===== config.mk =====
export PLATFORM = sky130hd
export DESIGN_NAME = spindle_pwm_driver
export DESIGN_NICKNAME = d
export VERILOG_FILES = /design/src/rtl/spd_pkg.sv /design/src/rtl/spindle_pwm_driver.sv /design/src/rtl/spd_ctrl.sv /design/src/rtl/spd_datapath.sv
export SDC_FILE = /design/constraint.sdc
export NUM_CORES = 2
export LEC_CHECK = 0
export BUFFER_PORTS_ARGS = -buffer_cell sky130_fd_sc_hd__buf_2
export CAP_MARGIN = 10
export CORE_MARGIN = 5
export CORE_UTILIZATION = 61
export DETAILED_ROUTE_END_ITERATION = 8
export GPL_TIMING_DRIVEN = 0
export PLACE_DENSITY = 0.89
export SETUP_SLACK_MARGIN = 0.5
export SLEW_MARGIN = 10
export SYNTH_ARGS = -nofsm -noshare
export SYNTH_HDL_FRONTEND = slang
export SYNTH_SLANG_ARGS = --single-unit

===== constraint.sdc =====
create_clock -name clk -period 12.5 [get_ports clk]
set_clock_uncertainty 0.2 [all_clocks]
set_input_delay 2.5 -clock clk [delete_from_list [all_inputs] [get_ports clk]]
set_output_delay 2.5 -clock clk [all_outputs]
set_load 0.02 [all_outputs]

===== src/rtl/spd_pkg.sv =====
`timescale 1ns / 1ps
package spd_pkg;

    // Request kinds carried in s_tuser
    localparam logic [1:0] REQ_TICK  = 2'd0;
    localparam logic [1:0] REQ_POWER = 2'd1;

    // Configuration register indexes
    localparam logic [1:0] CFG_FREQUENCY = 2'd0;
    localparam logic [1:0] CFG_FLOOR     = 2'd1;
    localparam logic [1:0] CFG_CEILING   = 2'd2;
    localparam logic [1:0] CFG_INVERT    = 2'd3;

    localparam int FREQ_W    = 19;
    localparam int DUTY_W    = 17;
    localparam int CFG_DW    = 19;
    localparam int POWER_W   = 18;
    localparam int DIVISOR_W = 25;  // frequency shifted left by up to six

    localparam logic [FREQ_W-1:0] FREQ_MIN = 19'd8;
    localparam logic [FREQ_W-1:0] FREQ_MAX = 19'd320000;
    localparam logic [DUTY_W-1:0] DUTY_ONE = 17'd65536;

    // Prescaler selection codes
    localparam logic [2:0] DIV_STOPPED = 3'd0;
    localparam logic [2:0] DIV_1       = 3'd1;
    localparam logic [2:0] DIV_2       = 3'd2;
    localparam logic [2:0] DIV_4       = 3'd3;
    localparam logic [2:0] DIV_8       = 3'd4;
    localparam logic [2:0] DIV_64      = 3'd5;

    // Output modes
    localparam logic [1:0] MODE_LOW  = 2'd0;
    localparam logic [1:0] MODE_HIGH = 2'd1;
    localparam logic [1:0] MODE_PWM  = 2'd2;

    typedef struct packed {
        logic [FREQ_W-1:0] frequency_hz;
        logic [DUTY_W-1:0] duty_floor;
        logic [DUTY_W-1:0] duty_ceiling;
        logic              invert_output;
    } cfg_t;

    typedef struct packed {
        logic tick;
        logic capture;
        logic div_step;
        logic top_load;
        logic num0;
        logic num1;
        logic prd0;
        logic prd1;
        logic commit;
    } cmd_t;

    typedef struct packed {
        logic div_last;
        logic stopped;
    } stat_t;

    typedef struct packed {
        logic        clock_stopped;
        logic [15:0] compare_value;
        logic        direction_pin;
        logic        tool_enable;
        logic        pwm_pin;
    } result_t;

    function automatic logic [2:0] div_shift(input logic [2:0] sel);
        logic [2:0] s;
        unique case (sel)
            DIV_2:   s = 3'd1;
            DIV_4:   s = 3'd2;
            DIV_8:   s = 3'd3;
            DIV_64:  s = 3'd6;
            default: s = 3'd0;
        endcase
        return s;
    endfunction

    function automatic logic [6:0] div_ratio(input logic [2:0] sel);
        return 7'd1 << div_shift(sel);
    endfunction

endpackage


===== src/rtl/spindle_pwm_driver.sv =====
`timescale 1ns / 1ps
// Clock tick and ignored requests: result registered the cycle after the transfer, one per cycle
// while the consumer keeps up. Power update: ST_DIV (one-bit-a-cycle period divider, CW the bit width
// of CLOCK_HZ, 25 at 32 MHz), NUM0, NUM1, PRD0, PRD1, COMMIT. No input during an update.
// Reset (rst_n low, asynchronous): timer stopped, pin low, enable and direction 0, config at
// reset values (frequency 8 Hz, duties 0, no inversion), no result pending.
module spindle_pwm_driver
#(
    parameter int CLOCK_HZ    = 32000000,
    parameter int TIMER_WIDTH = 16
)
(
    input  logic        clk,
    input  logic        rst_n,
    // Input stream
    input  logic        s_tvalid,
    output logic        s_tready,
    input  logic [23:0] s_tdata,   // [17:0] power_level, [18] estop_active, rest zero
    input  logic [1:0]  s_tuser,   // [1:0] req_type
    // Result stream
    output logic        m_tvalid,
    input  logic        m_tready,
    output logic [23:0] m_tdata,   // [0] pwm_pin, [1] tool_enable, [2] direction_pin,
                                   // [18:3] compare_value, [19] clock_stopped, rest zero
    // Configuration write port
    input  logic        cfg_we,
    input  logic [1:0]  cfg_index,
    input  logic [18:0] cfg_wdata
);

    spd_pkg::cfg_t    cfg_reg;
    spd_pkg::cmd_t    cmd;
    spd_pkg::stat_t   stat;
    spd_pkg::result_t result;

    logic        load_result;
    logic        out_free;
    logic        m_tvalid_reg;
    logic        m_tvalid_next;
    logic [23:0] m_tdata_reg;

    // Configuration: saturate on write and hold; power updates read it, inversion acts at once
    always_ff @(posedge clk or negedge rst_n)
    begin
        if (!rst_n)
        begin
            cfg_reg.frequency_hz  <= spd_pkg::FREQ_MIN;
            cfg_reg.duty_floor    <= '0;
            cfg_reg.duty_ceiling  <= '0;
            cfg_reg.invert_output <= 1'b0;
        end
        else if (cfg_we)
        begin
            unique case (cfg_index)
                spd_pkg::CFG_FREQUENCY:
                begin
                    if (cfg_wdata < spd_pkg::FREQ_MIN)
                    begin
                        cfg_reg.frequency_hz <= spd_pkg::FREQ_MIN;
                    end
                    else if (cfg_wdata > spd_pkg::FREQ_MAX)
                    begin
                        cfg_reg.frequency_hz <= spd_pkg::FREQ_MAX;
                    end
                    else
                    begin
                        cfg_reg.frequency_hz <= cfg_wdata;
                    end
                end
                spd_pkg::CFG_FLOOR:
                begin
                    if (cfg_wdata > 19'(spd_pkg::DUTY_ONE))
                    begin
                        cfg_reg.duty_floor <= spd_pkg::DUTY_ONE;
                    end
                    else
                    begin
                        cfg_reg.duty_floor <= cfg_wdata[16:0];
                    end
                end
                spd_pkg::CFG_CEILING:
                begin
                    if (cfg_wdata > 19'(spd_pkg::DUTY_ONE))
                    begin
                        cfg_reg.duty_ceiling <= spd_pkg::DUTY_ONE;
                    end
                    else
                    begin
                        cfg_reg.duty_ceiling <= cfg_wdata[16:0];
                    end
                end
                spd_pkg::CFG_INVERT:
                begin
                    cfg_reg.invert_output <= cfg_wdata[0];
                end
                default:
                begin
                    cfg_reg <= cfg_reg;
                end
            endcase
        end
    end

    // The result register may take a new transfer in the cycle it is drained
    assign out_free = !m_tvalid_reg || m_tready;

    spd_ctrl u_ctrl
    (
        .clk         (clk),
        .rst_n       (rst_n),
        .s_tvalid    (s_tvalid),
        .req_type    (s_tuser),
        .out_free    (out_free),
        .stat        (stat),
        .s_tready    (s_tready),
        .load_result (load_result),
        .cmd         (cmd)
    );

    spd_datapath
    #(
        .CLOCK_HZ    (CLOCK_HZ),
        .TIMER_WIDTH (TIMER_WIDTH)
    )
    u_datapath
    (
        .clk          (clk),
        .rst_n        (rst_n),
        .cfg          (cfg_reg),
        .cmd          (cmd),
        .power_level  (s_tdata[17:0]),
        .estop_active (s_tdata[18]),
        .stat         (stat),
        .result       (result)
    );

    // Hold the result until the consumer takes the transfer
    always_comb
    begin
        if (load_result)
        begin
            m_tvalid_next = 1'b1;
        end
        else if (m_tready)
        begin
            m_tvalid_next = 1'b0;
        end
        else
        begin
            m_tvalid_next = m_tvalid_reg;
        end
    end

    always_ff @(posedge clk or negedge rst_n)
    begin
        if (!rst_n)
        begin
            m_tvalid_reg <= 1'b0;
        end
        else
        begin
            m_tvalid_reg <= m_tvalid_next;
        end
    end

    always_ff @(posedge clk)
    begin
        if (load_result)
        begin
            m_tdata_reg <= {4'b0000, result};
        end
    end

    assign m_tvalid = m_tvalid_reg;
    assign m_tdata  = m_tdata_reg;

endmodule


===== src/rtl/spd_ctrl.sv =====
`timescale 1ns / 1ps
module spd_ctrl
(
    input  logic           clk,
    input  logic           rst_n,
    input  logic           s_tvalid,
    input  logic [1:0]     req_type,
    input  logic           out_free,
    input  spd_pkg::stat_t stat,
    output logic           s_tready,
    output logic           load_result,
    output spd_pkg::cmd_t  cmd
);

    localparam logic [2:0] ST_IDLE   = 3'd0;
    localparam logic [2:0] ST_DIV    = 3'd1;
    localparam logic [2:0] ST_NUM0   = 3'd2;
    localparam logic [2:0] ST_NUM1   = 3'd3;
    localparam logic [2:0] ST_PRD0   = 3'd4;
    localparam logic [2:0] ST_PRD1   = 3'd5;
    localparam logic [2:0] ST_COMMIT = 3'd6;

    logic [2:0] state_reg;
    logic [2:0] state_next;

    always_comb
    begin
        state_next  = state_reg;
        cmd         = '0;
        s_tready    = 1'b0;
        load_result = 1'b0;
        unique case (state_reg)
            ST_IDLE:
            begin
                s_tready = out_free;
                if (s_tvalid && out_free)
                begin
                    unique case (req_type)
                        spd_pkg::REQ_TICK:
                        begin
                            cmd.tick    = 1'b1;
                            load_result = 1'b1;
                        end
                        spd_pkg::REQ_POWER:
                        begin
                            cmd.capture = 1'b1;
                            state_next  = ST_DIV;
                        end
                        default:
                        begin
                            load_result = 1'b1;
                        end
                    endcase
                end
            end
            ST_DIV:
            begin
                cmd.div_step = !stat.stopped;
                if (stat.stopped || stat.div_last)
                begin
                    state_next = ST_NUM0;
                end
            end
            ST_NUM0:
            begin
                cmd.num0     = 1'b1;
                cmd.top_load = !stat.stopped;
                state_next   = ST_NUM1;
            end
            ST_NUM1:
            begin
                cmd.num1   = 1'b1;
                state_next = ST_PRD0;
            end
            ST_PRD0:
            begin
                cmd.prd0   = 1'b1;
                state_next = ST_PRD1;
            end
            ST_PRD1:
            begin
                cmd.prd1   = 1'b1;
                state_next = ST_COMMIT;
            end
            ST_COMMIT:
            begin
                cmd.commit  = 1'b1;
                load_result = 1'b1;
                state_next  = ST_IDLE;
            end
            default:
            begin
                state_next = ST_IDLE;
            end
        endcase
    end

    always_ff @(posedge clk or negedge rst_n)
    begin
        if (!rst_n)
        begin
            state_reg <= ST_IDLE;
        end
        else
        begin
            state_reg <= state_next;
        end
    end

endmodule


===== src/rtl/spd_datapath.sv =====
`timescale 1ns / 1ps
module spd_datapath
#(
    parameter int CLOCK_HZ    = 32000000,
    parameter int TIMER_WIDTH = 16
)
(
    input  logic                               clk,
    input  logic                               rst_n,
    input  spd_pkg::cfg_t                      cfg,
    input  spd_pkg::cmd_t                      cmd,
    input  logic signed [spd_pkg::POWER_W-1:0] power_level,
    input  logic                               estop_active,
    output spd_pkg::stat_t                     stat,
    output spd_pkg::result_t                   result
);

    localparam int TW    = TIMER_WIDTH;
    localparam int CW    = $clog2(CLOCK_HZ + 1);
    localparam int CNT_W = $clog2(CW);
    localparam int DW    = spd_pkg::DIVISOR_W;
    localparam int AW    = (TW > spd_pkg::DUTY_W) ? TW : spd_pkg::DUTY_W;
    localparam int BW    = spd_pkg::DUTY_W;
    localparam int PW    = AW + BW;
    localparam int NW    = 33;
    localparam int ACW   = TW + NW;
    localparam int BASE  = CLOCK_HZ >> TIMER_WIDTH;
    localparam logic [63:0] TOP_MAX_W = (64'd1 << TIMER_WIDTH) - 64'd1;

    // Timer state
    logic [TW-1:0] count_reg,   count_next;
    logic [5:0]    prescale_reg, prescale_next;
    logic [TW-1:0] top_reg,     top_next;
    logic [TW-1:0] compare_reg, compare_next;
    logic [2:0]    sel_reg,     sel_next;
    logic [1:0]    mode_reg,    mode_next;
    logic          enable_reg,  enable_next;
    logic          dir_reg,     dir_next;

    // Update working registers
    logic [16:0]    mag_reg;
    logic           neg_reg;
    logic           estop_reg;
    logic [CW-1:0]  div_q_reg;
    logic [DW-1:0]  div_rem_reg;
    logic [DW-1:0]  divisor_reg;
    logic [CNT_W-1:0] div_cnt_reg;
    logic [NW-1:0]  num_reg;
    logic [ACW-1:0] acc_reg;

    logic [2:0]    sel_new;
    logic [18:0]   mag_wide;
    logic [16:0]   mag_sat;
    logic [DW:0]   div_shifted;
    logic [DW:0]   div_diff;
    logic [TW-1:0] top_sat;
    logic [AW-1:0] mul_a;
    logic [BW-1:0] mul_b;
    logic [PW-1:0] mul_p;
    logic [TW-1:0] cmp_val;
    logic [6:0]    pre_inc;
    logic          level;

    // Pick the smallest prescaler with ratio times frequency >= BASE
    always_comb
    begin
        sel_new = spd_pkg::DIV_STOPPED;
        for (int s = 5; s >= 1; s--)
        begin
            if (DW'(BASE) <= (DW'(cfg.frequency_hz) << spd_pkg::div_shift(3'(s))))
            begin
                sel_new = 3'(s);
            end
        end
    end

    // Magnitude of the power, saturated to full scale
    always_comb
    begin
        if (power_level[spd_pkg::POWER_W-1])
        begin
            mag_wide = 19'h40000 - {1'b0, power_level};
        end
        else
        begin
            mag_wide = {1'b0, power_level};
        end
        if (mag_wide > 19'(spd_pkg::DUTY_ONE))
        begin
            mag_sat = spd_pkg::DUTY_ONE;
        end
        else
        begin
            mag_sat = mag_wide[16:0];
        end
    end

    // One quotient bit a cycle
    assign div_shifted = {div_rem_reg, div_q_reg[CW-1]};
    assign div_diff    = div_shifted - {1'b0, divisor_reg};

    always_comb
    begin
        if (64'(div_q_reg) > TOP_MAX_W)
        begin
            top_sat = '1;
        end
        else
        begin
            top_sat = TW'(div_q_reg);
        end
    end

    // Shared multiplier
    always_comb
    begin
        mul_a = '0;
        mul_b = '0;
        if (cmd.num0)
        begin
            mul_a = AW'(mag_reg);
            mul_b = cfg.duty_ceiling;
        end
        else if (cmd.num1)
        begin
            mul_a = AW'(cfg.duty_floor);
            mul_b = spd_pkg::DUTY_ONE - mag_reg;
        end
        else if (cmd.prd0)
        begin
            mul_a = AW'(top_reg);
            mul_b = BW'(num_reg[15:0]);
        end
        else if (cmd.prd1)
        begin
            mul_a = AW'(top_reg);
            mul_b = num_reg[32:16];
        end
    end

    assign mul_p   = mul_a * mul_b;
    // Zero power gives a zero compare whatever the duty floor
    assign cmp_val = (mag_reg == '0) ? '0 : acc_reg[TW+31:32];
    assign pre_inc = {1'b0, prescale_reg} + 7'd1;

    always_comb
    begin
        count_next    = count_reg;
        prescale_next = prescale_reg;
        top_next      = top_reg;
        compare_next  = compare_reg;
        sel_next      = sel_reg;
        mode_next     = mode_reg;
        enable_next   = enable_reg;
        dir_next      = dir_reg;

        if (cmd.tick && (sel_reg != spd_pkg::DIV_STOPPED))
        begin
            if (pre_inc >= spd_pkg::div_ratio(sel_reg))
            begin
                prescale_next = '0;
                if (count_reg == top_reg)
                begin
                    count_next = '0;
                end
                else
                begin
                    count_next = count_reg + TW'(1);
                end
            end
            else
            begin
                prescale_next = pre_inc[5:0];
            end
        end

        if (cmd.capture)
        begin
            sel_next = sel_new;
        end

        if (cmd.top_load)
        begin
            top_next = top_sat;
        end

        if (cmd.commit)
        begin
            if (estop_reg || (cmp_val == '0))
            begin
                mode_next   = spd_pkg::MODE_LOW;
                enable_next = 1'b0;
            end
            else if (cmp_val == TW'(TOP_MAX_W))
            begin
                mode_next   = spd_pkg::MODE_HIGH;
                enable_next = 1'b1;
            end
            else
            begin
                mode_next    = spd_pkg::MODE_PWM;
                enable_next  = 1'b1;
                compare_next = cmp_val;
            end
            if (cmp_val != '0)
            begin
                dir_next = neg_reg;
            end
        end
    end

    always_comb
    begin
        unique case (mode_next)
            spd_pkg::MODE_HIGH: level = 1'b1;
            spd_pkg::MODE_PWM:  level = (count_next < compare_next);
            default:            level = 1'b0;
        endcase
        result.pwm_pin       = level ^ cfg.invert_output;
        result.tool_enable   = enable_next;
        result.direction_pin = dir_next;
        result.compare_value = 16'(compare_next);
        result.clock_stopped = (sel_next == spd_pkg::DIV_STOPPED);
    end

    assign stat.div_last = (div_cnt_reg == '0);
    assign stat.stopped  = (sel_reg == spd_pkg::DIV_STOPPED);

    always_ff @(posedge clk or negedge rst_n)
    begin
        if (!rst_n)
        begin
            count_reg    <= '0;
            prescale_reg <= '0;
            top_reg      <= '0;
            compare_reg  <= '0;
            sel_reg      <= spd_pkg::DIV_STOPPED;
            mode_reg     <= spd_pkg::MODE_LOW;
            enable_reg   <= 1'b0;
            dir_reg      <= 1'b0;
        end
        else
        begin
            count_reg    <= count_next;
            prescale_reg <= prescale_next;
            top_reg      <= top_next;
            compare_reg  <= compare_next;
            sel_reg      <= sel_next;
            mode_reg     <= mode_next;
            enable_reg   <= enable_next;
            dir_reg      <= dir_next;
        end
    end

    always_ff @(posedge clk)
    begin
        if (cmd.capture)
        begin
            mag_reg     <= mag_sat;
            neg_reg     <= power_level[spd_pkg::POWER_W-1];
            estop_reg   <= estop_active;
            div_q_reg   <= CW'(CLOCK_HZ);
            div_rem_reg <= '0;
            divisor_reg <= DW'(cfg.frequency_hz) << spd_pkg::div_shift(sel_new);
            div_cnt_reg <= CNT_W'(CW - 1);
        end
        else if (cmd.div_step)
        begin
            if (!div_diff[DW])
            begin
                div_rem_reg <= div_diff[DW-1:0];
                div_q_reg   <= {div_q_reg[CW-2:0], 1'b1};
            end
            else
            begin
                div_rem_reg <= div_shifted[DW-1:0];
                div_q_reg   <= {div_q_reg[CW-2:0], 1'b0};
            end
            div_cnt_reg <= div_cnt_reg - CNT_W'(1);
        end

        if (cmd.num0)
        begin
            num_reg <= NW'(mul_p);
        end
        else if (cmd.num1)
        begin
            num_reg <= num_reg + NW'(mul_p);
        end

        if (cmd.prd0)
        begin
            acc_reg <= ACW'(mul_p);
        end
        else if (cmd.prd1)
        begin
            acc_reg <= acc_reg + (ACW'(mul_p) << 16);
        end
    end

endmodule


==> results by group <==
Worst hold path
  – Hold EP: u_datapath.div_q_reg[4]
  – Worst hold path startpoint: u_datapath.div_q_reg[3]
  – Hold Path Stages: 2
  – Worst Hold Class: reg -> reg

Placed design
  – Dpl ws: 0.547 ns
  – HPWL after detailed placement: about 64000 µm
  – Port bufs: 65
  – Routability Congestion: 1.07

Cells and area
  – Layout cells sized above 1: 6.11%
  – Largest register FFs: 54
  – Layout Nets: 3853
  – Fillers: 3546
  – Layout area overhead: 8.24%

STA
  – PnR worst setup slack: 0.794 ns
  – Slew Limit Fails: 0
  – Slew headroom: a little under a tenth
  – Minimum clock period: 11.71 ns
  – Worst Tran Pin Value: around 1.4 ns
  – Worst hold margin: around 0.28 ns
  – Unrepaired setup endpoints after global routing: no
  – Final setup fails: 0
  – Final critical-path share of the clock period: 93.6%
  – Post-route setup TNS: 0 ns
  – Hold Fails Final Rpt: 0
  – Fmax: 0.0854 GHz

Setup path
  – Setup slack, reg-to-reg: 0.79 ns
  – Critical Path AT: around 12 ns
  – Crit path kind: reg -> reg
  – Critical R2R Capture: u_datapath.num_reg[30]
  – Worst Setup End Kind: register
  – Reg2Reg Depth: 34
  – Worst path max stage delay: 0.92 ns
  – CP most frequent cell: fa_1
  – Critical-path top delay cell: o21ai_1
  – Critical Path RT: 12.61 ns
  – Reg2reg start: u_ctrl.state_reg[0]
  – CP Launch Type: register
  – Crit Path Max Fanout: 10

GRT
  – GR peak layer: met2
  – Grt met1 use: 42.0%
  – First-pass GRT wire length: 129000 µm
  – Vias in the first global route: 24000
  – GRT Overall Usage: 32.0%
  – Initial antenna violation count: 5
  – Grt met2 use: 50.7%
  – GR Overflow Total: 0
  – Largest net degree at the start of global routing: 69
  – Met3 usage: 6.93%

Detailed routing
  – Via count: 24800
  – Drt initial violations: 2798
  – Wire per inst: around 21 µm
  – Total wire length: 82800 µm
  – Vias per cell: 6.23
  – Antenna viol nets, final: 0
  – DRT Pass-1 Iters: 6
  – Drt drc: 0

Logic synthesis
  – #FFs+latches synth: just over 300
  – Yosys top cell area share: ~16%
  – Synth warn: 0
  – Synth top area cells: fa_1 (16%), edfxtp_1 (12%), dfrtp_1 (10%)
  – Post-synth EDFFs: 115
  – Most common cell in the netlist: nand2_1
  – Post-Synthesis Cells: 3235
  – Ys flop type: dfrtp_1
  – Sequential area share after synthesis: 27.5%
  – Async S/R FF share, synth: 39.3%
  – Synth top cells by count: nand2_1 (486), inv_1 (395), nor2_1 (240)
  – Post-Syn Area: 28400 µm²
  – Yosys top cell by area: fa_1
  – Avg Cell Area, Syn: 8.79 µm²
  – Synth cell types: 91

Floorplanning
  – IO Pins: 78
  – Die area: ~50000 µm²
  – Standard-cell row count: 79
  – Initial Util: 61.3%
  – Core area: around 46000 µm²
  – Die X: 226 µm
  – Die Y: 226 µm

Clock network
  – CTS tree: yes
  – CTS max path bufs: 3
  – Root Driver: clkbuf_16
  – CTS buffer count: 31
  – CTS H-tree lvls: 1
  – Clock-pin slew on the worst setup and hold paths: 0.07 ns
  – CTS sink cnt: 303
  – Clk Latency, worst-skew pair: 0.60 ns

Flow run
  – Total of max-cap violations: 0

Status
  – Status: finished, final reports clean
routing by layer:
layer  part of all wire (%)  wire, µm  vias up
li1                       -         -    11100
met1                     37     30900    11800
met2                     45     37200     1489
met3                     11      9320      354
met4                    6.5      5370        8
met5                  0.069        57        -
area by class of cell:
class / count / area [µm²] / area share, %
flip-flops and latches: 303 / 7810 / 25.4
repair buffers: 68 / 379 / 1.23
well taps: 607 / 759 / 2.47
diodes: 2 / 5.00 / 0.0163
inverters: 399 / 1500 / 4.88
clock buffers: 36 / 846 / 2.75
clock inverters: 22 / 191 / 0.622
plain buffers: 119 / 510 / 1.66
multi-input cells: 2424 / 18800 / 61.0
placed cells by master, fill, tap and decap left out, types with 8 or more instances in the layout:
cell | Yosys | layout
a211oi_1 | 18 | 18
a21boi_0 | 10 | 10
a21o_1 | 58 | 58
a21oi_1 | 159 | 159
a22o_1 | 13 | 13
a31oi_1 | 16 | 16
and2_1 | 40 | 40
and3_1 | 10 | 10
buf_2 | 3 | 68
clkbuf_1 | 100 | 95
clkbuf_16 | 0 | 32
clkinv_2 | 1 | 8
conb_1 | 2 | 12
dfrtp_1 | 118 | 118
dfxtp_1 | 69 | 69
edfxtp_1 | 115 | 115
fa_1 | 227 | 227
ha_1 | 228 | 228
inv_1 | 395 | 395
mux2_2 | 12 | 12
mux2i_1 | 68 | 68
nand2_1 | 486 | 486
nand2b_1 | 47 | 47
nand3_1 | 50 | 50
nand4_1 | 26 | 26
nor2_1 | 240 | 240
nor2b_1 | 16 | 16
nor3_1 | 35 | 35
nor4_1 | 20 | 20
o21a_1 | 49 | 49
o21ai_0 | 207 | 205
o21ai_1 | 15 | 11
o21bai_1 | 22 | 22
o22a_1 | 21 | 21
o31ai_1 | 10 | 10
or3_1 | 16 | 16
xnor2_1 | 80 | 77
xor2_1 | 81 | 80
cell families (layout without fill, tap and decap cells):
family / after synthesis / count (layout) / share of synthesized area (%)
flops: 303 / 303 / 27.5
buf+inv: 518 / 644 / 7.03
other cells: 2 / 14 / 0.0264
compound gates: 684 / 684 / 15.2
fa+ha+maj: 455 / 455 / 26.0
mux: 80 / 80 / 2.87
xor+xnor: 162 / 162 / 5.02
simple gates: 1031 / 1031 / 16.3
critical path: cells and delay by family, from the launching register on:
family,cells,cell delay (ns)
xor gates and xnor gates,2,0.88
and+or+nand+nor,4,0.82
muxes,1,0.20
buffers and inverters,6,1.57
DFF,1,0.35
AOI/OAI and AO/OA,13,3.42
adders and majority gates,8,3.97
worst max path at each step:
stage                                startpoint                      to  slack (ns)  cells past startpoint
after floorplan           u_datapath.mag_reg[4]  u_datapath.num_reg[31]        2.52                     37
after global placement      u_ctrl.state_reg[2]  u_datapath.num_reg[31]        0.27                     33
after detailed placement  u_datapath.mag_reg[4]  u_datapath.num_reg[32]        0.55                     37
after CTS                   u_ctrl.state_reg[2]  u_datapath.num_reg[32]        0.53                     37
after global routing        u_ctrl.state_reg[0]  u_datapath.num_reg[30]        0.52                     34
final                       u_ctrl.state_reg[0]  u_datapath.num_reg[30]        0.79                     34
metrics by stage:
stage                     cell area, µm²  std cells  utilization (%)
after floorplan                    28500       3245                -
after global placement             29500       3917             63.7
after detailed placement           29600       3920             63.9
after CTS                          30600       3978             66.1
after global routing               30800       3978             66.4
final                              30800       3980             66.4
repair_timing:
action | in CTS | in global routing
hold buffers | 0 | 0
setup buffers | 0 | 0
endpoints found under the setup margin | 0 | 12
gates resized for setup | 0 | 28
Power is left out: the tool's default activity adds up to more than one toggle a clock period on the data nets, which glitch-free logic cannot reach.
